## src/rtl/core/rrs_pkg.sv

```systemverilog
package rrs_pkg;

    // configuration port
    localparam int CFG_W     = 13;
    localparam int CFG_IDX_W = 1;

    localparam logic [CFG_IDX_W-1:0] REG_WINDOW_WIDTH  = 1'd0;
    localparam logic [CFG_IDX_W-1:0] REG_WINDOW_HEIGHT = 1'd1;

    localparam logic [CFG_W-1:0] WINDOW_WIDTH_RST  = 13'd1920;
    localparam logic [CFG_W-1:0] WINDOW_HEIGHT_RST = 13'd1080;

    // payload widths
    localparam int FIELD_W = 12;
    localparam int COLOR_W = 32;
    localparam int COL_W   = 13;
    localparam int ADDR_W  = 25;

    // scaling: a 13-bit virtual coordinate times a 13-bit window size
    localparam int NUM_W  = 13;
    localparam int PROD_W = 26;

    localparam logic [COL_W-1:0] COL_MAX = '1;

endpackage

```

## src/rtl/core/rrs_scale.sv

```systemverilog
// (num * scale) / DIVISOR, truncating, over three pipeline stages:
// product, reciprocal estimate (low by at most one), then one correction step.
module rrs_scale
    import rrs_pkg::*;
#(
    parameter int DIVISOR = 1920
)
(
    input  logic              clk,
    input  logic              en,
    input  logic [NUM_W-1:0]  num,
    input  logic [CFG_W-1:0]  scale,
    output logic [PROD_W-1:0] quo
);

    localparam int SHIFT = PROD_W + $clog2(DIVISOR);
    localparam int MW    = PROD_W + 1;
    localparam logic [63:0]       RECIP_FULL = (64'd1 << SHIFT) / 64'(DIVISOR);
    localparam logic [MW-1:0]     RECIP      = RECIP_FULL[MW-1:0];
    localparam logic [PROD_W-1:0] DIV_C      = PROD_W'(DIVISOR);

    logic [PROD_W-1:0]    prod_reg;
    logic [PROD_W-1:0]    prod_next;
    logic [PROD_W-1:0]    prod2_reg;
    logic [PROD_W-1:0]    est_reg;
    logic [PROD_W-1:0]    est_next;
    logic [PROD_W-1:0]    quo_reg;
    logic [PROD_W-1:0]    quo_next;
    logic [PROD_W+MW-1:0] mul_full;
    logic [PROD_W-1:0]    back;
    logic [PROD_W-1:0]    rem;

    assign prod_next = PROD_W'(PROD_W'(num) * PROD_W'(scale));

    assign mul_full = (PROD_W+MW)'(prod_reg) * (PROD_W+MW)'(RECIP);
    assign est_next = PROD_W'(mul_full >> SHIFT);

    // estimate never exceeds the true quotient, so the remainder is in [0, 2*DIVISOR)
    assign back     = PROD_W'(est_reg * DIV_C);
    assign rem      = prod2_reg - back;
    assign quo_next = est_reg + PROD_W'(rem >= DIV_C);

    always_ff @(posedge clk)
    begin
        if (en)
        begin
            prod_reg  <= prod_next;
            prod2_reg <= prod_reg;
            est_reg   <= est_next;
            quo_reg   <= quo_next;
        end
    end

    assign quo = quo_reg;

endmodule

```

## config.mk

```make
export PLATFORM = sky130hd
export DESIGN_NAME = rrs_scale
export DESIGN_NICKNAME = d
export VERILOG_FILES = /design/src/rtl/core/rrs_pkg.sv /design/src/rtl/core/rrs_scale.sv
export SDC_FILE = /design/constraint.sdc
export NUM_CORES = 1
export LEC_CHECK = 0
export BUFFER_PORTS_ARGS = -buffer_cell sky130_fd_sc_hd__buf_2
export CAP_MARGIN = 20
export CORE_AREA = 3 3 164 166
export CTS_CLUSTER_DIAMETER = 30
export DETAILED_ROUTE_END_ITERATION = 10
export DIE_AREA = 0 0 167 169
export PLACE_DENSITY = 0.83
export SYNTH_ARGS = -nofsm -noshare
export SYNTH_HDL_FRONTEND = slang
export SYNTH_SLANG_ARGS = --single-unit
```

## constraint.sdc

```tcl
create_clock -name clk -period 7.1 [get_ports clk]
set_input_delay 1.775 -clock clk [delete_from_list [all_inputs] [get_ports clk]]
set_output_delay 1.775 -clock clk [all_outputs]
set_load 0.03 [all_outputs]
```

# After elaboration in Yosys (flattened, before gate mapping)
# Index checks and enable logic that the tools add are counted.
word_totals:
  input_bits: 28
  word_cells: 10
  reg_bits: 94
  output_inout_bits: 26
classes:
  n_lt_le_gt_ge: 1
  add_sub_neg: 2
  multipliers: 3
ops:
  columns: ["op", "n"]
  rows:
  - ["$mul 26x25->51 const B", 1]
  - ["$ge 26x11->1 const B", 1]
  - ["$mul 13x13->26", 1]
  - ["$sub 26x26->26", 1]
  - ["$mul 16x4->19 const B", 1]
  - ["$add 16x1->17", 1]

# Logic depth before layout (Yosys ltp)
# Gate-level depths: netlist of the first run.
logic_depth:
  ltp_word: 4
  ltp_mapped: 28
  ltp_nobuf: 28

# Worst setup path after synthesis of the first run
# No wires, ideal clock.
synth_timing:
  kind: "input to register"
  from: "in num[5]"
  to: "reg prod_reg[21], data pin"
  path_stages: 20
  slack_ps: 379
  setup_time_ps: 259
  t_required_ps: 6841
  path_buffers: 1
  arrival_time_ps: 6462
  cell_sequence: "clkbuf_1 nand2_1 fa_1 inv_1 fa_1 fa_1 inv_1 fa_1 fa_1 inv_1 ha_1 inv_1 nor2_1 a31oi_1 a21oi_1 a211oi_1 o21ai_1 a31o_2 a21oi_1 xnor2_1"
synth_via:
  elab_chain_cells: 1
synth_lines:
  columns: ["item", "line_no", "source"]
  rows:
  - ["start: declaration", "rrs_scale.sv:11", "input logic [NUM_W-1:0] num,"]
  - ["$mul 13x13->26", "rrs_scale.sv:33", "assign prod_next = PROD_W'(PROD_W'(num) * PROD_W'(scale));"]
  - ["via prod_next[21]", "rrs_scale.sv:23", "logic [PROD_W-1:0] prod_next;"]
  - ["end signal: assignment", "rrs_scale.sv:47", "prod_reg <= prod_next;"]
  - ["end: declaration", "rrs_scale.sv:22", "logic [PROD_W-1:0] prod_reg;"]
# The timed path passes the listed nets, and every way through them passes these cells.
# A chain may end at the register's enable or synchronous reset.

# Worst setup path in the final report of the first run
layout_timing:
  from: "reg est_reg[4]"
  to: "reg quo_reg[13] (netlist: quo[13]), data pin"
layout_via:
  elab_chain_cells: 4
layout_lines:
  columns: ["item", "line_no", "source"]
  rows:
  - ["start: declaration", "rrs_scale.sv:25", "logic [PROD_W-1:0] est_reg;"]
  - ["start signal: assignment", "rrs_scale.sv:49", "est_reg <= est_next;"]
  - ["$mul 16x4->19", "rrs_scale.sv:39", "assign back = PROD_W'(est_reg * DIV_C);"]
  - ["$sub 26x26->26", "rrs_scale.sv:40", "assign rem = prod2_reg - back;"]
  - ["$ge 26x11->1", "rrs_scale.sv:41", "assign quo_next = est_reg + PROD_W'(rem >= DIV_C);"]
  - ["$add 16x1->17 (*)", "rrs_scale.sv:41", null]
  - ["via quo_next[13]", "rrs_scale.sv:28", "logic [PROD_W-1:0] quo_next;"]
  - ["end signal: assignment", "rrs_scale.sv:50", "quo_reg <= quo_next;"]
  - ["end: declaration", "rrs_scale.sv:27", "logic [PROD_W-1:0] quo_reg;"]
# The timed path passes the listed nets; every way through them passes the cells marked *.

==> impl_metrics.py, run 1 <==
metrics = {
    "outcome": {
        "outcome": "complete, no violations",
    },
    "clock_tree": {
        "cts_hold_buf": 0,
        "clkLatencyLatePin_ps": 360,
        "clkTransAtPathRegs_ps": 70,
        "htree_levels": 3,
        "cts_sinks": 78,
        "clk_path_buf_depth": 2,
        "cts_tree": "built",
        "cts_root_buffer": "clkbuf_16",
        "cts_made_buffers": 9,
    },
    "sta": {
        "grt_setup_unrepaired": "true",
        "setup_slack_ps": 282,
        "hold_viol_final": 0,
        "fin_tns_setup_ps": 0,
        "tightest_slew_ps": 1040,
        "period_share": 0.960,
        "report.final.slew_viol_count": 0,
        "relSlewSlack": 0.309,
        "setup_viol": 0,
        "period_minus_slack_ps": 6820,
        "finClkSkew_ps": 7.84,
        "fmax_ghz": 0.147,
    },
    "worst_setup_path": {
        "worstPathRequired_ps": 7200,
        "cpMaxStageDelayCell": "fa_1",
        "cpPeakStageDelay_ps": 520,
        "crit_family": "compound AO/OA/AOI/OAI gates",
        "worstPathMaxFanout": 6,
        "crit_start": "est_reg[4]",
        "path_class": "reg -> reg",
        "crit_buf_inv": 3,
        "r2r-start": "est_reg[4]",
        "arrival_ps": 6920,
        "critPathCaptureType": "flip-flop",
        "startpoint_type": "flip-flop",
    },
    "floorplan": {
        "ios": 54,
        "rows": 59,
        "initial_utilization": 0.612,
        "die_w_um": 167,
        "die_y_um": 169,
        "core_um2": 25800,
        "dieArea_um2": 28200,
    },
    "drt": {
        "routed_wl_mm": 34.2,
        "first_pass_iters": 5,
        "post_drt_wl_per_cell_um": 17.4,
        "drc_errors": 0,
        "vias": 11300,
        "viasPerCell": 5.72,
        "drt-initial-drc-count": 739,
        "ant_nets": 0,
    },
    "grt": {
        "grt_pass1_vias": 12000,
        "antenna_found_initial": 0,
        "track_usage": 0.253,
        "grt_pass1_wl_mm": 57.8,
        "grt_overflow_total": 0,
        "grt_max_degree": 79,
    },
    "flow_run": {
        "maxCapViolCount": 0,
    },
    "place": {
        "pre_cts_ws_ps": -39.9,
        "routabilityCongestion": 0.921,
        "dp_cells": 1941,
        "hpwl_mm": 28.6,
        "io_buffers": 44,
    },
    "synthesis": {
        "yosys_warnings": 0,
        "avgSynthCellArea_um2": 9.99,
        "synthDistinctLibCells": 53,
        "yosysSeqAreaShare": 0.148,
        "synth_ff_type": "edfxtp_1",
        "netlist_instances": 1579,
        "async_flop_share": 0,
        "synth_seq_cells": 78,
        "synth-edff-count": 78,
        "netlist_area_um2": 15800,
    },
    "cells_and_area": {
        "utilization": 0.652,
        "largest_register_ffs": 26,
        "drive_above_1_share": 0.0611,
        "num_antenna_cells": 0,
        "nets": 2200,
        "fillers": 1923,
        "area.growth.synth_to_final_pct": 6.49,
        "layout.cells.non_filler": 1971,
    },
    "worst_hold_path": {
        "hp-start": "prod_reg[7]",
        "holdCritPathClass": "reg -> reg",
    },
}
## cell usage in the layout (no fill, tap or decap), drive strengths merged, types with 4 or more instances in the layout
| cell | Yosys | routed |
|---|---|---|
| o31ai | 6 | 6 |
| a21oi | 68 | 68 |
| clkbuf | 26 | 9 |
| a21o | 22 | 22 |
| ha | 306 | 306 |
| nand4 | 8 | 8 |
| nor4 | 4 | 4 |
| o2111ai | 4 | 4 |
| nand2b | 7 | 7 |
| nand3 | 21 | 21 |
| xnor2 | 53 | 53 |
| and2 | 75 | 75 |
| a211oi | 6 | 6 |
| edfxtp | 78 | 78 |
| conb | 1 | 9 |
| o21bai | 9 | 9 |
| nand2 | 127 | 127 |
| o21ai | 31 | 31 |
| and3 | 4 | 4 |
| a31oi | 10 | 10 |
| nor2 | 47 | 47 |
| nor2b | 9 | 9 |
| nor3 | 16 | 16 |
| xor2 | 23 | 23 |
| inv | 331 | 334 |
| o21a | 8 | 8 |
| fa | 235 | 235 |
| buf | 9 | 68 |
## final timing paths
check | end | slack [ps] | cells past startpoint
worst max-delay path | quo[13] | 280 | 26
worst min register to register | prod2_reg[7] | 580 | 0
worst min-delay path | prod2_reg[7] | 580 | 0
worst max register to register | quo[13] | 280 | 26
## timing repair
action / CTS / global route
endpoints found under the hold margin: 0 / 0
buffers inserted: 0 / 14
gates resized for setup: 0 / 7
setup endpoints to repair: 0 / 14
## logic make-up after synthesis
family	after synthesis	share of synthesized area
AOI/OAI and AO/OA	190	0.0791
xor gates and xnor gates	76	0.0422
adders and majority gates	541	0.541
buffers and inverters	366	0.0892
DFF	78	0.148
muxes	1	0.000634
other	1	0.000238
and+or+nand+nor	326	0.0993
## area by class of cell
type | instances | area [µm²] | area share
clock buffers | 9 | 225 | 0.0134
repair buffers | 68 | 403 | 0.0240
flip-flops and latches | 78 | 2340 | 0.139
well taps | 335 | 419 | 0.0249
inverters | 331 | 1240 | 0.0740
multi-input cells | 1143 | 12100 | 0.720
clock inverters | 7 | 66.3 | 0.00395
## layer usage
layer,GRT usage,wire [µm]
met2,0.442,17200
met4,0.0821,1070
met5,0,0
met1,0.331,14100
met3,0.0329,1810
## worst reg2reg max path, stage by stage (launching register included)
cell and delay [ps]:
edfxtp_1 490, inv_1 170, fa_1 530, fa_1 520, inv_1 40, ha_1 330, or2_2 320, o311ai_1 140
o21ai_1 180, o41a_1 390, a21o_1 190, a21oi_1 190, xor2_1 110, ha_1 390, inv_1 110, o31a_1 300
nor2_1 90, o21ai_0 160, nor4_1 310, nand4b_1 230, a2111oi_4 330, o2111ai_2 220, ha_1 300, nand4_1 180
nor2_1 120, nand3_1 120, xnor2_1 80
## metrics by stage
stage / cell area (µm²) / hold slack [ps]
floorplan: 15800 / 464
global placement: 16400 / 570
detailed placement: 16400 / 572
CTS: 16600 / 587
global route: 16800 / 604
finish: 16800 / 581
## cell usage after synthesis (all sizes together), types with 7 or more instances
cell type / number / area share
nand2: 127 / 0.030
o21ai: 31 / 0.010
o21a: 8 / 0.0038
and2: 75 / 0.030
nand4: 8 / 0.0032
a31oi: 10 / 0.0040
clkbuf: 26 / 0.0062
nand3: 21 / 0.0067
a21oi: 68 / 0.022
nand2b: 7 / 0.0028
fa: 235 / 0.30
ha: 306 / 0.24
a21o: 22 / 0.010
inv: 331 / 0.079
edfxtp: 78 / 0.15
nor2: 47 / 0.011
nor2b: 9 / 0.0036
xor2: 23 / 0.013
nor3: 16 / 0.0051
o21bai: 9 / 0.0043
buf: 9 / 0.0043
xnor2: 53 / 0.029
Power of run 1 is not shown: default switching activity piles up to over one toggle a cycle in this logic, so the estimate is an artifact.
==> run 2, diff against run 1 <==
CORE_AREA = 3 3 230 119   (was 3 3 164 166)
DIE_AREA = 0 0 233 122   (was 0 0 167 169)
PLACE_DENSITY = 0.79   (was 0.83)
==> impl_metrics.py, run 2 (synthesized netlist as in run 1, its figures left out) <==
metrics = {
    "outcome": {
        "outcome": "complete, no violations",
    },
    "worst_setup_path": {
        "arrival_ps": 6830,
        "critPathCaptureType": "flip-flop",
        "crit_family": "compound AO/OA/AOI/OAI gates",
        "worstPathRequired_ps": 7200,
        "path_class": "reg -> reg",
        "cpMaxStageDelayCell": "fa_1",
        "crit_top_cell": "ha_1",
        "worstPathMaxFanout": 8,
        "crit_buf_inv": 1,
        "startpoint_type": "flip-flop",
        "cpPeakStageDelay_ps": 650,
    },
    "clock_tree": {
        "cts_tree": "built",
        "postCtsSetupRepairBufs": 0,
        "htree_levels": 3,
        "cts_root_buffer": "clkbuf_16",
        "cts_sinks": 78,
        "clk_path_buf_depth": 2,
        "cts_made_buffers": 9,
        "clkLatencyLatePin_ps": 350,
        "clkTransAtPathRegs_ps": 60,
    },
    "cells_and_area": {
        "fillers": 1970,
        "area.growth.synth_to_final_pct": 5.52,
        "drive_above_1_share": 0.0458,
        "nets": 2180,
        "final_cell_mix": "331 x inv_1, 306 x ha_1, 235 x fa_1, 127 x nand2_1, 78 x edfxtp_1",
        "multi_input_area_um2": 12100,
        "largest_register_ffs": 26,
        "layout_commonest_cell": "inv_1",
        "regArea_um2": 2340,
        "num_antenna_cells": 0,
    },
    "grt": {
        "track_usage": 0.255,
        "grt_max_degree": 79,
        "grt_overflow_total": 0,
        "grt_pass1_vias": 11700,
        "grt_pass1_wl_mm": 57.4,
        "antenna_found_initial": 0,
    },
    "sta": {
        "report.final.slew_viol_count": 0,
        "finClkSkew_ps": 8.66,
        "relSlewSlack": 0.341,
        "period_minus_slack_ps": 6730,
        "tightest_slew_ps": 989,
        "fin_tns_setup_ps": 0,
        "setup_viol": 0,
        "period_share": 0.948,
        "fmax_ghz": 0.149,
        "grt_setup_unrepaired": "false",
        "hold_viol_final": 0,
    },
    "floorplan": {
        "ios": 54,
        "dieArea_um2": 28400,
        "rows": 41,
        "die_w_um": 233,
        "initial_utilization": 0.624,
        "die_y_um": 122,
        "core_um2": 25300,
    },
    "place": {
        "io_buffers": 44,
        "routabilityCongestion": 0.950,
        "hpwl_mm": 28.4,
    },
    "worst_hold_path": {
        "holdCritPathClass": "reg -> reg",
    },
    "drt": {
        "post_drt_wl_per_cell_um": 17.0,
        "vias": 10800,
        "ant_nets": 0,
        "viasPerCell": 5.52,
        "first_pass_iters": 5,
        "drt-initial-drc-count": 550,
        "drc_errors": 0,
        "routed_wl_mm": 33.4,
    },
    "flow_run": {
        "maxCapViolCount": 0,
    },
}
## run 2: worst paths after layout
kind / startpoint / end / slack, ps / cells after the start
setup / recovery: est_reg[1] / quo[15] / 370 / 26
hold / removal: prod_reg[7] / prod2_reg[7] / 610 / 0
setup reg to reg: est_reg[1] / quo[15] / 370 / 26
hold reg to reg: prod_reg[7] / prod2_reg[7] / 610 / 0
## run 2: cell type report
cell class,count,share of cell area
repair buffers,48,0.0152
multi-input cells,1143,0.725
clock buffers,10,0.0138
flip-flops and latches,78,0.141
inverters,331,0.0746
clock inverters,6,0.00511
well taps,344,0.0259
## run 2: repair_timing
action	4_1_cts	5_1_grt
gates resized for setup	0	2
endpoints found under the setup margin	0	1
hold buffers	0	0
## run 2: routing by layer
metal  track usage  wire (µm)  vias to the layer above
met2         0.447      16200                      265
met3        0.0390       1640                       55
met1         0.338      15000                     5340
met5             0          0                        -
met4        0.0526        531                        0
li1              -          -                     5154
## run 2: per-stage QoR
step,util,std cells,cell area [µm²],hold slack (ps),setup WS [ps]
after floorplan,-,1587,15800,464,379
after global placement,0.645,1944,16300,572,99.8
after detailed placement,0.645,1944,16300,588,-20.4
after CTS,0.658,1960,16600,602,340
after global routing,0.658,1960,16600,626,12.1
final,0.658,1960,16600,607,367
Power of run 2 is left out for the same reason.
==> run 3, diff against run 2 <==
ABC_AREA = 1   (was unset)
ABC_CLOCK_PERIOD_IN_PS = 7100   (was unset)
CORE_AREA = 3 3 243 126   (was 3 3 230 119)
DIE_AREA = 0 0 246 129   (was 0 0 233 122)
PLACE_DENSITY = unset   (was 0.79)
PLACE_DENSITY_LB_ADDON = 0.05   (was unset)
==> impl_metrics.py, run 3 <==
metrics = {
    "outcome": {
        "outcome": "complete, no violations",
    },
    "synthesis": {
        "synth_top_area_frac": 0.266,
        "yosys-top-cells-count": "504 x inv_1, 464 x nand2_1, 306 x ha_1, 235 x fa_1, 105 x a21oi_1",
        "yosys.area.top_type": "fa_1",
        "netlist_instances": 2150,
        "synth_seq_cells": 78,
        "synthMostInstantiatedCell": "inv_1",
        "async_flop_share": 0,
        "yosys_warnings": 0,
        "synthDistinctLibCells": 43,
        "netlist_area_um2": 17700,
        "yosysSeqAreaShare": 0.132,
        "synth_ff_type": "edfxtp_1",
        "avgSynthCellArea_um2": 8.23,
        "synthTopCellsByArea": "fa_1 27%, ha_1 22%, edfxtp_1 13%, inv_1 11%, nand2_1 9.8%",
        "synth-edff-count": 78,
    },
    "worst_setup_path": {
        "path_class": "in -> reg",
        "cpMaxStageDelayCell": "fa_1",
        "worstPathMaxFanout": 13,
        "worstPathRequired_ps": 7220,
        "cpPeakStageDelay_ps": 530,
        "arrival_ps": 6250,
        "path_cells": "buf_2, nand2_1, fa_1, fa_1, inv_1, fa_1, inv_1, fa_1, inv_1, fa_1, ha_1, a21oi_1, o21ai_1, a21oi_1, o21ai_2, a21oi_2, o21ai_1, nand2_1, nand2_1",
        "startpoint_type": "input port",
        "crit_top_cell": "fa_1",
        "critPathCaptureType": "flip-flop",
    },
    "clock_tree": {
        "clkTransAtPathRegs_ps": 70,
        "ctsResizeCount": 0,
        "cts_tree": "built",
        "cts_sinks": 78,
        "clk_path_buf_depth": 2,
        "clkLatencyLatePin_ps": 360,
        "postCtsSetupRepairBufs": 0,
        "cts_made_buffers": 9,
        "cts_root_buffer": "clkbuf_16",
        "cts_hold_buf": 0,
        "htree_levels": 3,
    },
    "floorplan": {
        "die_w_um": 246,
        "initial_utilization": 0.617,
        "core_um2": 28700,
        "ios": 54,
        "die_y_um": 129,
        "rows": 44,
        "dieArea_um2": 31700,
    },
    "cells_and_area": {
        "layout.cells.non_filler": 2577,
        "fillers": 2531,
        "nets": 2750,
        "layout_commonest_cell": "inv_1",
        "area.growth.synth_to_final_pct": 5.07,
        "final_cell_mix": "504 x inv_1, 464 x nand2_1, 306 x ha_1, 235 x fa_1, 105 x a21oi_1",
        "largest_register_ffs": 26,
        "final_area_um2": 18600,
        "num_antenna_cells": 0,
        "drive_above_1_share": 0.0508,
    },
    "flow_run": {
        "maxCapViolCount": 0,
    },
    "place": {
        "io_buffers": 44,
        "routabilityCongestion": 1.00,
        "dp_cells": 2561,
        "hpwl_mm": 35.9,
        "place_area_um2": 18300,
    },
    "drt": {
        "drt-initial-drc-count": 768,
        "viasPerCell": 5.26,
        "drc_errors": 0,
        "ant_nets": 0,
        "routed_wl_mm": 41.2,
        "first_pass_iters": 5,
        "post_drt_wl_per_cell_um": 16.0,
        "vias": 13600,
    },
    "grt": {
        "grt_pass1_vias": 13700,
        "antenna_found_initial": 0,
        "grt_pass1_wl_mm": 68.2,
        "grt_overflow_total": 0,
        "track_usage": 0.273,
        "grt_max_degree": 60,
    },
    "sta": {
        "period_share": 0.864,
        "fmax_ghz": 0.163,
        "report.final.slew_viol_count": 0,
        "hold_viol_final": 0,
        "setup_viol": 0,
        "grt_setup_unrepaired": "false",
        "relSlewSlack": 0.512,
        "tightest_slew_ps": 733,
        "period_minus_slack_ps": 6130,
        "finClkSkew_ps": 13.8,
        "fin_tns_setup_ps": 0,
    },
    "worst_hold_path": {
        "holdCritPathClass": "reg -> reg",
    },
}
[run 3: final timing paths]
| path | start | slack, ps | end | cells past startpoint |
|---|---|---|---|---|
| setup / recovery | num[8] | 970 | prod_reg[25] | 19 |
| hold / removal | prod_reg[7] | 630 | prod2_reg[7] | 0 |
| setup reg to reg | est_reg[1] | 1300 | quo[15] | 32 |
| hold reg to reg | prod_reg[7] | 630 | prod2_reg[7] | 0 |
[run 3: cell families (layout without fill, tap and decap cells)]
family          Yosys count  after routing  synth area share
compound gates          217            217            0.0698
flops                    78             78             0.132
buf+inv                 546            574             0.118
simple gates            708            708             0.169
other cells               1              9          0.000212
fa+ha+maj               541            541             0.482
xor+xnor                 59             59            0.0292
[run 3: final cells by class]
class | count | area (µm²) | area share
timing repair buffer | 47 | 245 | 0.0132
inverter | 511 | 1920 | 0.103
tap | 391 | 489 | 0.0263
clock buffer | 10 | 229 | 0.0123
multi-input combinational | 1534 | 13300 | 0.715
sequential | 78 | 2340 | 0.126
clock inverter | 6 | 68.8 | 0.00370
[run 3: per-stage QoR]
stage | setup WS [ps] | hold WS (ps) | util
finish | 968 | 633 | 0.648
global route | 661 | 639 | 0.648
CTS | 965 | 621 | 0.648
detailed placement | 573 | 606 | 0.638
global placement | 633 | 605 | 0.638
floorplan | 819 | 464 | -
[run 3: per-layer routing]
| metal | GRT usage | routed length [µm] | vias up | share of wire |
|---|---|---|---|---|
| li1 | - | - | 6719 | - |
| met4 | 0.0662 | 868 | 0 | 0.021 |
| met2 | 0.456 | 19000 | 351 | 0.46 |
| met1 | 0.389 | 19400 | 6432 | 0.47 |
| met3 | 0.0252 | 2000 | 57 | 0.049 |
| met5 | 0 | 0 | - | 0 |
[run 3: critical path: cells and delay by family]
kind,cells,cell delay [ps]
AOI/OAI and AO/OA,6,890
adders and majority gates,6,2940
buffers and inverters,4,420
and+or+nand+nor,3,220
Power of run 3 is left out for the same reason.
